[src/hw/rtl/lrupr_pkg.sv]
// shared constants and types for the lru page replacement block
package lrupr_pkg;

    localparam int MAX_FRAMES_DEF = 8;
    localparam int PAGE_BITS_DEF  = 16;

    localparam int CFG_W   = 4;
    localparam int SLOT_W  = 3;
    localparam int FAULT_W = 32;

    localparam logic [CFG_W-1:0]   FRAMES_RESET = 4'd4;
    localparam logic [FAULT_W-1:0] FAULT_MAX    = 32'hFFFF_FFFF;

    // one-cycle operations on the valid and rank lanes
    typedef struct packed {
        logic clear_all;
        logic touch;
        logic load;
        logic drop_start;
        logic comp_step;
        logic drop_end;
    } t_rank_op;

endpackage

[src/hw/rtl/lrupr_ifs.sv]
// channel interfaces: page reference, frame count write, result
interface lrupr_ref_if #(
    parameter int PAGE_BITS = lrupr_pkg::PAGE_BITS_DEF
);
    logic                 valid;
    logic                 ready;
    logic [PAGE_BITS-1:0] page;
    logic                 first_of_string;

    modport source (output valid, output page, output first_of_string, input ready);
    modport sink   (input valid, input page, input first_of_string, output ready);
endinterface

interface lrupr_cfg_if;
    logic                          valid;
    logic                          ready;
    logic [lrupr_pkg::CFG_W-1:0]   wdata;

    modport source (output valid, output wdata, input ready);
    modport sink   (input valid, input wdata, output ready);
endinterface

interface lrupr_res_if #(
    parameter int PAGE_BITS = lrupr_pkg::PAGE_BITS_DEF
);
    logic                            valid;
    logic                            ready;
    logic                            hit;
    logic                            evicted_valid;
    logic [PAGE_BITS-1:0]            evicted_page;
    logic [lrupr_pkg::SLOT_W-1:0]    slot;
    logic [lrupr_pkg::FAULT_W-1:0]   fault_total;

    modport source (output valid, output hit, output evicted_valid, output evicted_page,
                    output slot, output fault_total, input ready);
    modport sink   (input valid, input hit, input evicted_valid, input evicted_page,
                    input slot, input fault_total, output ready);
endinterface

[src/hw/rtl/lrupr_page_mem.sv]
// page number store, one write and one registered read per cycle
module lrupr_page_mem #(
    parameter int DEPTH = lrupr_pkg::MAX_FRAMES_DEF,
    parameter int WIDTH = lrupr_pkg::PAGE_BITS_DEF,
    parameter int AW    = 3
) (
    input  logic             i_clk,
    input  logic             i_we,
    input  logic [AW-1:0]    i_waddr,
    input  logic [WIDTH-1:0] i_wdata,
    input  logic [AW-1:0]    i_raddr,
    output logic [WIDTH-1:0] o_rdata
);

    logic [WIDTH-1:0] r_mem [DEPTH];
    logic [WIDTH-1:0] r_q;

    always_ff @(posedge i_clk) begin
        if (i_we) begin
            r_mem[i_waddr] <= i_wdata;
        end
        r_q <= r_mem[i_raddr];
    end

    assign o_rdata = r_q;

endmodule

[src/hw/rtl/lrupr_rank_file.sv]
// per-frame valid bits and recency ranks with parallel touch and compaction lanes
module lrupr_rank_file #(
    parameter int MAX_FRAMES = lrupr_pkg::MAX_FRAMES_DEF,
    parameter int IDX_W      = 3,
    parameter int CNT_W      = 4
) (
    input  logic                i_clk,
    input  logic                i_rst_n,
    input  lrupr_pkg::t_rank_op i_op,
    input  logic [IDX_W-1:0]    i_slot,
    input  logic [CNT_W-1:0]    i_lim,
    input  logic [IDX_W-1:0]    i_comp_rank,
    input  logic [IDX_W-1:0]    i_rd_idx,
    output logic                o_rd_valid,
    output logic [IDX_W-1:0]    o_rd_rank
);

    logic             r_valid [MAX_FRAMES];
    logic             n_valid [MAX_FRAMES];
    logic [IDX_W-1:0] r_rank  [MAX_FRAMES];
    logic [IDX_W-1:0] n_rank  [MAX_FRAMES];
    logic             r_drop  [MAX_FRAMES];
    logic             n_drop  [MAX_FRAMES];
    logic [IDX_W-1:0] old_rank;
    logic             comp_hit;

    always_comb begin
        n_valid  = r_valid;
        n_rank   = r_rank;
        n_drop   = r_drop;
        old_rank = r_rank[i_slot];
        comp_hit = 1'b0;
        for (int k = 0; k < MAX_FRAMES; k++) begin
            if (r_drop[k] && r_rank[k] == i_comp_rank) begin
                comp_hit = 1'b1;
            end
        end

        if (i_op.clear_all) begin
            for (int k = 0; k < MAX_FRAMES; k++) begin
                n_valid[k] = 1'b0;
                n_rank[k]  = '0;
                n_drop[k]  = 1'b0;
            end
        end else begin
            if (i_op.touch) begin
                for (int k = 0; k < MAX_FRAMES; k++) begin
                    if (k == int'(i_slot)) begin
                        n_rank[k] = '0;
                        if (i_op.load) begin
                            n_valid[k] = 1'b1;
                        end
                    end else if (r_valid[k] && (i_op.load || r_rank[k] < old_rank)) begin
                        n_rank[k] = r_rank[k] + 1'b1;
                    end
                end
            end
            if (i_op.drop_start) begin
                for (int k = 0; k < MAX_FRAMES; k++) begin
                    n_drop[k] = r_valid[k] && (k >= int'(i_lim));
                end
            end
            // removed ranks go highest first, so kept ranks close the gaps in order
            if (i_op.comp_step) begin
                for (int k = 0; k < MAX_FRAMES; k++) begin
                    if (r_valid[k] && !r_drop[k] && comp_hit && r_rank[k] > i_comp_rank) begin
                        n_rank[k] = r_rank[k] - 1'b1;
                    end
                end
            end
            if (i_op.drop_end) begin
                for (int k = 0; k < MAX_FRAMES; k++) begin
                    if (r_drop[k]) begin
                        n_valid[k] = 1'b0;
                        n_rank[k]  = '0;
                        n_drop[k]  = 1'b0;
                    end
                end
            end
        end
    end

    always_ff @(posedge i_clk) begin
        if (!i_rst_n) begin
            for (int k = 0; k < MAX_FRAMES; k++) begin
                r_valid[k] <= 1'b0;
                r_rank[k]  <= '0;
                r_drop[k]  <= 1'b0;
            end
        end else begin
            r_valid <= n_valid;
            r_rank  <= n_rank;
            r_drop  <= n_drop;
        end
    end

    assign o_rd_valid = r_valid[i_rd_idx];
    assign o_rd_rank  = r_rank[i_rd_idx];

endmodule

[src/hw/rtl/lru_page_replacement.sv]
// top level: lru page replacement over a small set of frame slots
//
// channels: i_ref takes one page reference per transaction (page, first_of_string),
// o_res returns one result per reference (hit, evicted_valid, evicted_page, slot,
// fault_total), i_cfg writes the frames-in-use register (0 acts as 1, values above
// MAX_FRAMES act as MAX_FRAMES)
// a reference is scanned one frame per cycle through a single page comparator and
// rank compare, fed by the registered read of the page store; the frame limit sets
// the scan length; after the scan the ranks and the page store are updated and the
// result is written to the output register, and i_ref is not ready meanwhile
// a frame-count write keeps the block busy in the drop and compact states, which
// invalidate the dropped slots and compact the ranks, one rank value per cycle, with
// i_ref held off
// after reset all frames are empty, the fault count is zero and the limit is four
// the result sits in an output register; while the receiver stalls the block
// still takes the next reference and only waits once a second result is done
module lru_page_replacement #(
    parameter int MAX_FRAMES = lrupr_pkg::MAX_FRAMES_DEF,
    parameter int PAGE_BITS  = lrupr_pkg::PAGE_BITS_DEF
) (
    input  logic          i_clk,
    input  logic          i_rst_n,
    lrupr_ref_if.sink     i_ref,
    lrupr_cfg_if.sink     i_cfg,
    lrupr_res_if.source   o_res
);

    localparam int IDX_W   = (MAX_FRAMES > 1) ? $clog2(MAX_FRAMES) : 1;
    localparam int CNT_W   = $clog2(MAX_FRAMES + 1);
    localparam int SLOT_W  = lrupr_pkg::SLOT_W;
    localparam int FAULT_W = lrupr_pkg::FAULT_W;
    localparam int CFG_W   = lrupr_pkg::CFG_W;

    typedef enum logic [2:0] {
        ST_IDLE,
        ST_SCAN,
        ST_UPD,
        ST_WAIT,
        ST_DROP,
        ST_COMPACT
    } t_state;

    t_state               r_state,       n_state;
    logic [CFG_W-1:0]     r_cfg,         n_cfg;
    logic [PAGE_BITS-1:0] r_page,        n_page;
    logic [CNT_W-1:0]     r_idx,         n_idx;
    logic                 r_cmp_vld,     n_cmp_vld;
    logic [IDX_W-1:0]     r_cmp_idx,     n_cmp_idx;
    logic                 r_found,       n_found;
    logic [IDX_W-1:0]     r_hit_slot,    n_hit_slot;
    logic                 r_free,        n_free;
    logic [IDX_W-1:0]     r_free_slot,   n_free_slot;
    logic [IDX_W-1:0]     r_old_slot,    n_old_slot;
    logic [IDX_W-1:0]     r_old_rank,    n_old_rank;
    logic [PAGE_BITS-1:0] r_ev_page,     n_ev_page;
    logic [FAULT_W-1:0]   r_fault,       n_fault;
    logic [IDX_W-1:0]     r_crank,       n_crank;
    logic                 r_out_vld,     n_out_vld;
    logic                 r_out_hit,     n_out_hit;
    logic                 r_out_ev_vld,  n_out_ev_vld;
    logic [PAGE_BITS-1:0] r_out_ev_page, n_out_ev_page;
    logic [SLOT_W-1:0]    r_out_slot,    n_out_slot;
    logic [FAULT_W-1:0]   r_out_fault,   n_out_fault;

    logic [CNT_W-1:0]     lim;
    logic                 cfg_fire;
    logic                 ref_fire;
    logic                 out_take;
    logic                 out_free;
    logic                 res_ev;
    logic [IDX_W-1:0]     res_slot;

    lrupr_pkg::t_rank_op  rk_op;
    logic [IDX_W-1:0]     rk_slot;
    logic                 rd_valid;
    logic [IDX_W-1:0]     rd_rank;

    logic                 mem_we;
    logic [IDX_W-1:0]     mem_waddr;
    logic [IDX_W-1:0]     mem_raddr;
    logic [PAGE_BITS-1:0] mem_q;

    // effective frame limit, clamped to 1..MAX_FRAMES
    always_comb begin
        if (r_cfg == '0) begin
            lim = CNT_W'(1);
        end else if (int'(r_cfg) > MAX_FRAMES) begin
            lim = CNT_W'(MAX_FRAMES);
        end else begin
            lim = CNT_W'(r_cfg);
        end
    end

    assign i_cfg.ready = (r_state == ST_IDLE);
    assign i_ref.ready = (r_state == ST_IDLE) && !i_cfg.valid;
    assign cfg_fire    = i_cfg.valid && i_cfg.ready;
    assign ref_fire    = i_ref.valid && i_ref.ready;
    assign out_take    = r_out_vld && o_res.ready;
    assign out_free    = !r_out_vld || out_take;

    // result of the finished scan
    assign res_ev   = !r_found && !r_free;
    assign res_slot = r_found ? r_hit_slot : (r_free ? r_free_slot : r_old_slot);

    always_comb begin
        n_state       = r_state;
        n_cfg         = r_cfg;
        n_page        = r_page;
        n_idx         = r_idx;
        n_cmp_vld     = r_cmp_vld;
        n_cmp_idx     = r_cmp_idx;
        n_found       = r_found;
        n_hit_slot    = r_hit_slot;
        n_free        = r_free;
        n_free_slot   = r_free_slot;
        n_old_slot    = r_old_slot;
        n_old_rank    = r_old_rank;
        n_ev_page     = r_ev_page;
        n_fault       = r_fault;
        n_crank       = r_crank;
        n_out_vld     = out_take ? 1'b0 : r_out_vld;
        n_out_hit     = r_out_hit;
        n_out_ev_vld  = r_out_ev_vld;
        n_out_ev_page = r_out_ev_page;
        n_out_slot    = r_out_slot;
        n_out_fault   = r_out_fault;
        rk_op         = '0;
        rk_slot       = res_slot;
        mem_we        = 1'b0;
        mem_waddr     = res_slot;
        mem_raddr     = r_idx[IDX_W-1:0];

        case (r_state)
            ST_IDLE: begin
                if (cfg_fire) begin
                    n_cfg   = i_cfg.wdata;
                    n_state = ST_DROP;
                end else if (ref_fire) begin
                    n_page     = i_ref.page;
                    n_idx      = '0;
                    n_cmp_vld  = 1'b0;
                    n_found    = 1'b0;
                    n_free     = 1'b0;
                    n_old_rank = '0;
                    n_old_slot = '0;
                    if (i_ref.first_of_string) begin
                        rk_op.clear_all = 1'b1;
                        n_fault         = '0;
                    end
                    n_state = ST_SCAN;
                end
            end
            ST_SCAN: begin
                // issue one frame read per cycle
                if (r_idx < lim) begin
                    n_idx     = r_idx + 1'b1;
                    n_cmp_vld = 1'b1;
                    n_cmp_idx = r_idx[IDX_W-1:0];
                end else begin
                    n_cmp_vld = 1'b0;
                    n_state   = ST_UPD;
                end
                // compare the frame read in the previous cycle
                if (r_cmp_vld) begin
                    if (!r_found && rd_valid && mem_q == r_page) begin
                        n_found    = 1'b1;
                        n_hit_slot = r_cmp_idx;
                    end
                    if (!r_free && !rd_valid) begin
                        n_free      = 1'b1;
                        n_free_slot = r_cmp_idx;
                    end
                    if (rd_valid && (r_cmp_idx == '0 || rd_rank > r_old_rank)) begin
                        n_old_rank = rd_rank;
                        n_old_slot = r_cmp_idx;
                        n_ev_page  = mem_q;
                    end
                end
            end
            ST_UPD: begin
                rk_op.touch = 1'b1;
                if (!r_found) begin
                    rk_op.load = r_free;
                    mem_we     = 1'b1;
                    if (r_fault != lrupr_pkg::FAULT_MAX) begin
                        n_fault = r_fault + 1'b1;
                    end
                end
                if (out_free) begin
                    n_out_vld     = 1'b1;
                    n_out_hit     = r_found;
                    n_out_ev_vld  = res_ev;
                    n_out_ev_page = res_ev ? r_ev_page : '0;
                    n_out_slot    = SLOT_W'(res_slot);
                    n_out_fault   = n_fault;
                    n_state       = ST_IDLE;
                end else begin
                    n_state = ST_WAIT;
                end
            end
            ST_WAIT: begin
                if (out_free) begin
                    n_out_vld     = 1'b1;
                    n_out_hit     = r_found;
                    n_out_ev_vld  = res_ev;
                    n_out_ev_page = res_ev ? r_ev_page : '0;
                    n_out_slot    = SLOT_W'(res_slot);
                    n_out_fault   = r_fault;
                    n_state       = ST_IDLE;
                end
            end
            ST_DROP: begin
                rk_op.drop_start = 1'b1;
                n_crank          = IDX_W'(MAX_FRAMES - 1);
                n_state          = ST_COMPACT;
            end
            ST_COMPACT: begin
                rk_op.comp_step = 1'b1;
                if (r_crank == '0) begin
                    rk_op.drop_end = 1'b1;
                    n_state        = ST_IDLE;
                end else begin
                    n_crank = r_crank - 1'b1;
                end
            end
            default: begin
                n_state = ST_IDLE;
            end
        endcase
    end

    always_ff @(posedge i_clk) begin
        if (!i_rst_n) begin
            r_state   <= ST_IDLE;
            r_cfg     <= lrupr_pkg::FRAMES_RESET;
            r_fault   <= '0;
            r_cmp_vld <= 1'b0;
            r_out_vld <= 1'b0;
        end else begin
            r_state   <= n_state;
            r_cfg     <= n_cfg;
            r_fault   <= n_fault;
            r_cmp_vld <= n_cmp_vld;
            r_out_vld <= n_out_vld;
        end
        r_page        <= n_page;
        r_idx         <= n_idx;
        r_cmp_idx     <= n_cmp_idx;
        r_found       <= n_found;
        r_hit_slot    <= n_hit_slot;
        r_free        <= n_free;
        r_free_slot   <= n_free_slot;
        r_old_slot    <= n_old_slot;
        r_old_rank    <= n_old_rank;
        r_ev_page     <= n_ev_page;
        r_crank       <= n_crank;
        r_out_hit     <= n_out_hit;
        r_out_ev_vld  <= n_out_ev_vld;
        r_out_ev_page <= n_out_ev_page;
        r_out_slot    <= n_out_slot;
        r_out_fault   <= n_out_fault;
    end

    lrupr_page_mem #(
        .DEPTH (MAX_FRAMES),
        .WIDTH (PAGE_BITS),
        .AW    (IDX_W)
    ) u_page_mem (
        .i_clk   (i_clk),
        .i_we    (mem_we),
        .i_waddr (mem_waddr),
        .i_wdata (r_page),
        .i_raddr (mem_raddr),
        .o_rdata (mem_q)
    );

    lrupr_rank_file #(
        .MAX_FRAMES (MAX_FRAMES),
        .IDX_W      (IDX_W),
        .CNT_W      (CNT_W)
    ) u_rank_file (
        .i_clk       (i_clk),
        .i_rst_n     (i_rst_n),
        .i_op        (rk_op),
        .i_slot      (rk_slot),
        .i_lim       (lim),
        .i_comp_rank (r_crank),
        .i_rd_idx    (r_cmp_idx),
        .o_rd_valid  (rd_valid),
        .o_rd_rank   (rd_rank)
    );

    assign o_res.valid         = r_out_vld;
    assign o_res.hit           = r_out_hit;
    assign o_res.evicted_valid = r_out_ev_vld;
    assign o_res.evicted_page  = r_out_ev_page;
    assign o_res.slot          = r_out_slot;
    assign o_res.fault_total   = r_out_fault;

endmodule
[src/flat_wrapper.sv]
// flat-port wrapper written by rule: the top's interface ports become plain ports
module lru_page_replacement_flat 
#(
    parameter int MAX_FRAMES = lrupr_pkg::MAX_FRAMES_DEF,
    parameter int PAGE_BITS  = lrupr_pkg::PAGE_BITS_DEF
)
  (i_clk, i_rst_n, i_ref_valid, i_ref_page, i_ref_first_of_string, i_ref_ready, i_cfg_valid, i_cfg_wdata, i_cfg_ready, o_res_valid, o_res_hit, o_res_evicted_valid, o_res_evicted_page, o_res_slot, o_res_fault_total, o_res_ready);
  lrupr_ref_if #(.PAGE_BITS(PAGE_BITS)) i_ref_i ();
  lrupr_cfg_if i_cfg_i ();
  lrupr_res_if #(.PAGE_BITS(PAGE_BITS)) o_res_i ();
  input  logic i_clk;
  input  logic i_rst_n;
  input wire logic [$bits(i_ref_i.valid)-1:0] i_ref_valid;
  input wire logic [$bits(i_ref_i.page)-1:0] i_ref_page;
  input wire logic [$bits(i_ref_i.first_of_string)-1:0] i_ref_first_of_string;
  output wire logic [$bits(i_ref_i.ready)-1:0] i_ref_ready;
  input wire logic [$bits(i_cfg_i.valid)-1:0] i_cfg_valid;
  input wire logic [$bits(i_cfg_i.wdata)-1:0] i_cfg_wdata;
  output wire logic [$bits(i_cfg_i.ready)-1:0] i_cfg_ready;
  output wire logic [$bits(o_res_i.valid)-1:0] o_res_valid;
  output wire logic [$bits(o_res_i.hit)-1:0] o_res_hit;
  output wire logic [$bits(o_res_i.evicted_valid)-1:0] o_res_evicted_valid;
  output wire logic [$bits(o_res_i.evicted_page)-1:0] o_res_evicted_page;
  output wire logic [$bits(o_res_i.slot)-1:0] o_res_slot;
  output wire logic [$bits(o_res_i.fault_total)-1:0] o_res_fault_total;
  input wire logic [$bits(o_res_i.ready)-1:0] o_res_ready;
  assign i_ref_i.valid = i_ref_valid;
  assign i_ref_i.page = i_ref_page;
  assign i_ref_i.first_of_string = i_ref_first_of_string;
  assign i_ref_ready = i_ref_i.ready;
  assign i_cfg_i.valid = i_cfg_valid;
  assign i_cfg_i.wdata = i_cfg_wdata;
  assign i_cfg_ready = i_cfg_i.ready;
  assign o_res_valid = o_res_i.valid;
  assign o_res_hit = o_res_i.hit;
  assign o_res_evicted_valid = o_res_i.evicted_valid;
  assign o_res_evicted_page = o_res_i.evicted_page;
  assign o_res_slot = o_res_i.slot;
  assign o_res_fault_total = o_res_i.fault_total;
  assign o_res_i.ready = o_res_ready;
  lru_page_replacement #(.MAX_FRAMES(MAX_FRAMES), .PAGE_BITS(PAGE_BITS)) u_core (.i_clk(i_clk), .i_rst_n(i_rst_n), .i_ref(i_ref_i), .i_cfg(i_cfg_i), .o_res(o_res_i));
endmodule
[config.mk]
export PLATFORM = sky130hd
export DESIGN_NAME = lru_page_replacement_flat
export DESIGN_NICKNAME = d
export VERILOG_FILES = /design/src/hw/rtl/lrupr_pkg.sv /design/src/hw/rtl/lrupr_ifs.sv /design/src/hw/rtl/lrupr_page_mem.sv /design/src/hw/rtl/lrupr_rank_file.sv /design/src/hw/rtl/lru_page_replacement.sv /design/src/flat_wrapper.sv
export SDC_FILE = /design/constraint.sdc
export NUM_CORES = 1
export LEC_CHECK = 0
export ABC_CLOCK_PERIOD_IN_PS = 4690
export BUFFER_PORTS_ARGS = -buffer_cell sky130_fd_sc_hd__clkbuf_2
export CAP_MARGIN = 10
export CORE_ASPECT_RATIO = 0.6
export CORE_MARGIN = 4
export CORE_UTILIZATION = 45
export CTS_CLUSTER_DIAMETER = 150
export DETAILED_ROUTE_END_ITERATION = 6
export GPL_TIMING_DRIVEN = 0
export REMOVE_ABC_BUFFERS = 1
export SETUP_SLACK_MARGIN = 0.02
export SLEW_MARGIN = 20
export SYNTH_ARGS = -nofsm -noshare
export SYNTH_HDL_FRONTEND = slang
export SYNTH_SLANG_ARGS = --single-unit
[constraint.sdc]
create_clock -name i_clk -period 4.69 [get_ports i_clk]
set_input_delay 0.469 -clock i_clk [delete_from_list [all_inputs] [get_ports i_clk]]
set_output_delay 0.469 -clock i_clk [all_outputs]
set_load 0.02 [all_outputs]
==> results.toml <==
[grt]
grt_pass1_wl_um = 61930
grt_pass1_vias = 10460
grt_start_max_net_pins = 46
antenna_found_initial = 1
gr-total-overflow = 0
track_usage_pct = 20.55

[worst_setup_path]
startpoint_type = "flop"
cp.required_ns = 5.12
critical_path.most_common_cell = "mux2i_1"
worstPathMaxFanout = 10
crit_path_max_incr_delay_ns = 0.68
critical_path_class = "flop to flop"
cpLargestDelayFamily = "compound AO/OA/AOI/OAI gates"
crit_chain = "mux2i_1 -> o21a_1 -> clkinv_1 -> mux4_2 -> mux2i_4 -> ha_1 -> inv_1 -> a311oi_1 -> o31ai_1 -> nand3_1 -> mux2i_1 -> a221oi_1"
r2r-start = "u_core.r_free"
cp_num_buf_inv = 2
reg2reg_slack_ns = 0.38
critPathCaptureType = "flop"
slowest_stage = "edfxtp_1"
critical_path_arrival_ns = 4.75
r2r_cells = 12
timing.rr.end = "u_core.u_rank_file.r_rank[22]"

[floorplanning]
io_pins = 82
dieArea_um2 = 38010
fp.dieW_um = 249.0
placementRows = 52
start_util_pct = 46.10
die_y_um = 152.6
core_area_um2 = 34030

[drt]
post_drt_wl_per_cell_um = 21.57
drc = 0
ant_nets = 0
vias = 10800
drt_first_pass_iters = 5
vias_per_cell = 5.830
drt_iter0_drc = 1050
wl_um = 39950

[place]
port_buffers = 81
dp_hpwl_um = 27190
gp_congestion = 0.8996
dp_slack_ns = -0.2085
placedInstanceArea_um2 = 16740

[job]
drv_cap = 0

[sta]
slew_viol_final = 0
min_period_ns = 4.314
fin_ws_ns = 0.3759
worst_slew_pin_slew_ns = 1.078
fin_crit_sh_pct = 91.99
final_hold_viol_count = 0
fmax_ghz = 0.2318
finalSetupViolations = 0
relSlewSlack_pct = 27.99
rsz0062_at_grt = "no"
finClkSkew_ns = 0.02637

[cells_and_area]
syn_to_final_growth_pct = 13.71
nFillCells = 2902
mostFrequentLayoutCells = "edfxtp_1, nor2_1, dfxtp_1"
drive_above_1_share_pct = 17.52
diodes = 0
nets = 1452
utilization_pct = 52.42
final_common_cell = "edfxtp_1"
finalInstanceArea_um2 = 17840

[clock_network]
path_clk_slew_ns = 0.07
ctsHtreeMaxLevel = 2
clk_path_buf_depth = 3
clk_latency_ns = 0.54
numCtsBuffers = 34
clockRootBuffer = "clkbuf_16"
cts_hold_buffers = 0
cts_tree = "yes"
clock_sinks = 334

[logic_synthesis]
yosysSeqAreaShare_pct = 57.75
postSynthAreaPerCell_um2 = 12.18
ys_warn_count = 0
yosys_most_used_dff = "edfxtp_1"
syn_area_um2 = 15690
netlist_instances = 1288
ys_ff_latch = 334
ys_types = 76
ys_async_sr_fraction_pct = 0
synth-edff-count = 237

[power]
power.internal_mw = 5.403
p_leak_nw = 6.393
switching_share_pct = 28.60
seqPwrFrac_pct = 48.3
combPwrFrac_pct = 17.5
power.density_nw_per_um2 = 424.3
ir_worst_vdd_v = 0.0002788
p_sw_mw = 2.164
clkPwrFrac_pct = 34.2

[hold_path]
hold_class = "input port to flop"
whs_path_depth = 1
min-delay-start = "i_ref_page[0]"
hold_end = "u_core.r_page[0]"

[status]
outcome = "finished clean"
logic make-up (layout without fill, tap and decap cells):
group,Yosys count,in the layout,synth area share [%]
AO/OA/AOI/OAI,242,242,10.38
flip-flops,334,334,57.75
XOR/XNOR,51,51,2.848
buffers and inverters,106,211,2.696
multiplexers,81,81,8.862
adder cells (fa/ha/maj),61,61,4.818
AND/OR/NAND/NOR,413,413,12.64
power groups by stage:
stage	Combinational, mW	Clock [mW]	Sequential, mW
final	1.32	2.59	3.66
after global routing	1.44	2.78	3.68
after CTS	1.30	2.65	3.67
after detailed placement	1.28	0	3.74
after global placement	1.13	0	3.80
after floorplan	0.749	0	3.75
cells in the mapped netlist (17+ instances only):
| library cell | n | area share [%] |
|---|---|---|
| o21ai_0 | 40 | 1.3 |
| xnor2_1 | 19 | 1.1 |
| mux2i_1 | 17 | 1.1 |
| mux2_2 | 19 | 1.4 |
| and2_1 | 31 | 1.2 |
| edfxtp_1 | 237 | 45 |
| a21o_1 | 24 | 1.1 |
| nand2_1 | 93 | 2.2 |
| a21oi_1 | 71 | 2.3 |
| mux4_2 | 43 | 6.2 |
| xor2_1 | 32 | 1.8 |
| nand3_1 | 48 | 1.5 |
| dfxtp_1 | 97 | 12 |
| nor3_1 | 35 | 1.1 |
| inv_1 | 43 | 1.0 |
| nor2_1 | 115 | 2.8 |
| clkbuf_1 | 49 | 1.2 |
| ha_1 | 58 | 4.6 |
layout make-up:
| class | instances | area (µm²) | area share, % |
|---|---|---|---|
| clock buffer | 41 | 897.1 | 5.030 |
| clock inverter | 20 | 141.4 | 0.7927 |
| inverter | 48 | 185.2 | 1.038 |
| multi-input combinational | 848 | 6276 | 35.19 |
| sequential | 334 | 9059 | 50.79 |
| tap | 459 | 574.3 | 3.220 |
| timing repair buffer | 102 | 703.2 | 3.942 |
worst max-delay path by stage:
| stage | cells past startpoint | slack, ns | start | to |
|---|---|---|---|---|
| after detailed placement | 11 | -0.21 | u_core.r_found | u_core.u_rank_file.r_rank[22] |
| final | 12 | 0.38 | u_core.r_free | u_core.u_rank_file.r_rank[22] |
| after CTS | 12 | 0.25 | u_core.r_free | u_core.u_rank_file.r_rank[22] |
| after global placement | 3 | -0.93 | u_core.r_found | u_core.u_page_mem.r_mem[2][9] |
| after global routing | 12 | 0.20 | u_core.r_free | u_core.u_rank_file.r_rank[22] |
| after floorplan | 3 | 1.15 | u_core.r_state[1] | u_core.u_page_mem.r_mem[2][0] |
registers in the layout, summed over array words and instances (netlist names), 3 cells and up:
| register | count |
|---|---|
| u_core.r_free_slot | 3 |
| u_core.r_idx | 4 |
| u_core.r_state | 3 |
| u_core.r_cfg | 4 |
| u_core.r_crank | 3 |
| u_core.r_cmp_idx | 3 |
| u_core.r_old_slot | 3 |
| u_core.o_res.fault_total | 32 |
| u_core.r_page | 16 |
| u_core.r_ev_page | 16 |
| u_core.o_res.slot | 3 |
| u_core.u_rank_file.r_valid | 8 |
| u_core.r_hit_slot | 3 |
| u_core.u_page_mem.r_mem | 128 |
| u_core.r_old_rank | 3 |
| u_core.u_page_mem.o_rdata | 16 |
| u_core.u_rank_file.r_rank | 24 |
| u_core.r_fault | 32 |
| u_core.u_rank_file.r_drop | 8 |
| u_core.o_res.evicted_page | 16 |
worst reg2reg max path, delay by kind of cell, from the launching register on:
kind | cells | cell delay, ns
simple gates | 1 | 0.16
flops | 1 | 0.68
compound gates | 4 | 1.28
fa+ha+maj | 1 | 0.32
buf+inv | 2 | 0.55
mux | 4 | 1.25
through the flow:
step                      cells  total power [mW]  hold WS [ns]  setup TNS [ns]
after floorplan            1230             4.502        0.4277               0
after global routing       1852             7.898       0.08881               0
final                      1852             7.568        0.1081               0
after global placement     1770             4.937        0.4342          -15.04
after detailed placement   1789             5.021        0.4357         -0.4163
after CTS                  1851             7.621       0.09176               0
repair_timing:
item                                    in CTS  in global routing
endpoints found under the setup margin       5                  1
setup buffers                                1                  0
pin swaps                                    0                  0
resized for setup                            1                  1
endpoints found under the hold margin        0                  0
metal layers:
metal | track usage, % | routed length [µm] | vias up
met1 | 31.67 | 19180 | 5339
met5 | 1.615 | 103 | -
li1 | - | - | 5024
met3 | 6.039 | 3535 | 46
met2 | 28.88 | 16570 | 384
met4 | 3.822 | 563 | 4
Note: power is estimated with default switching activity, not from simulation.
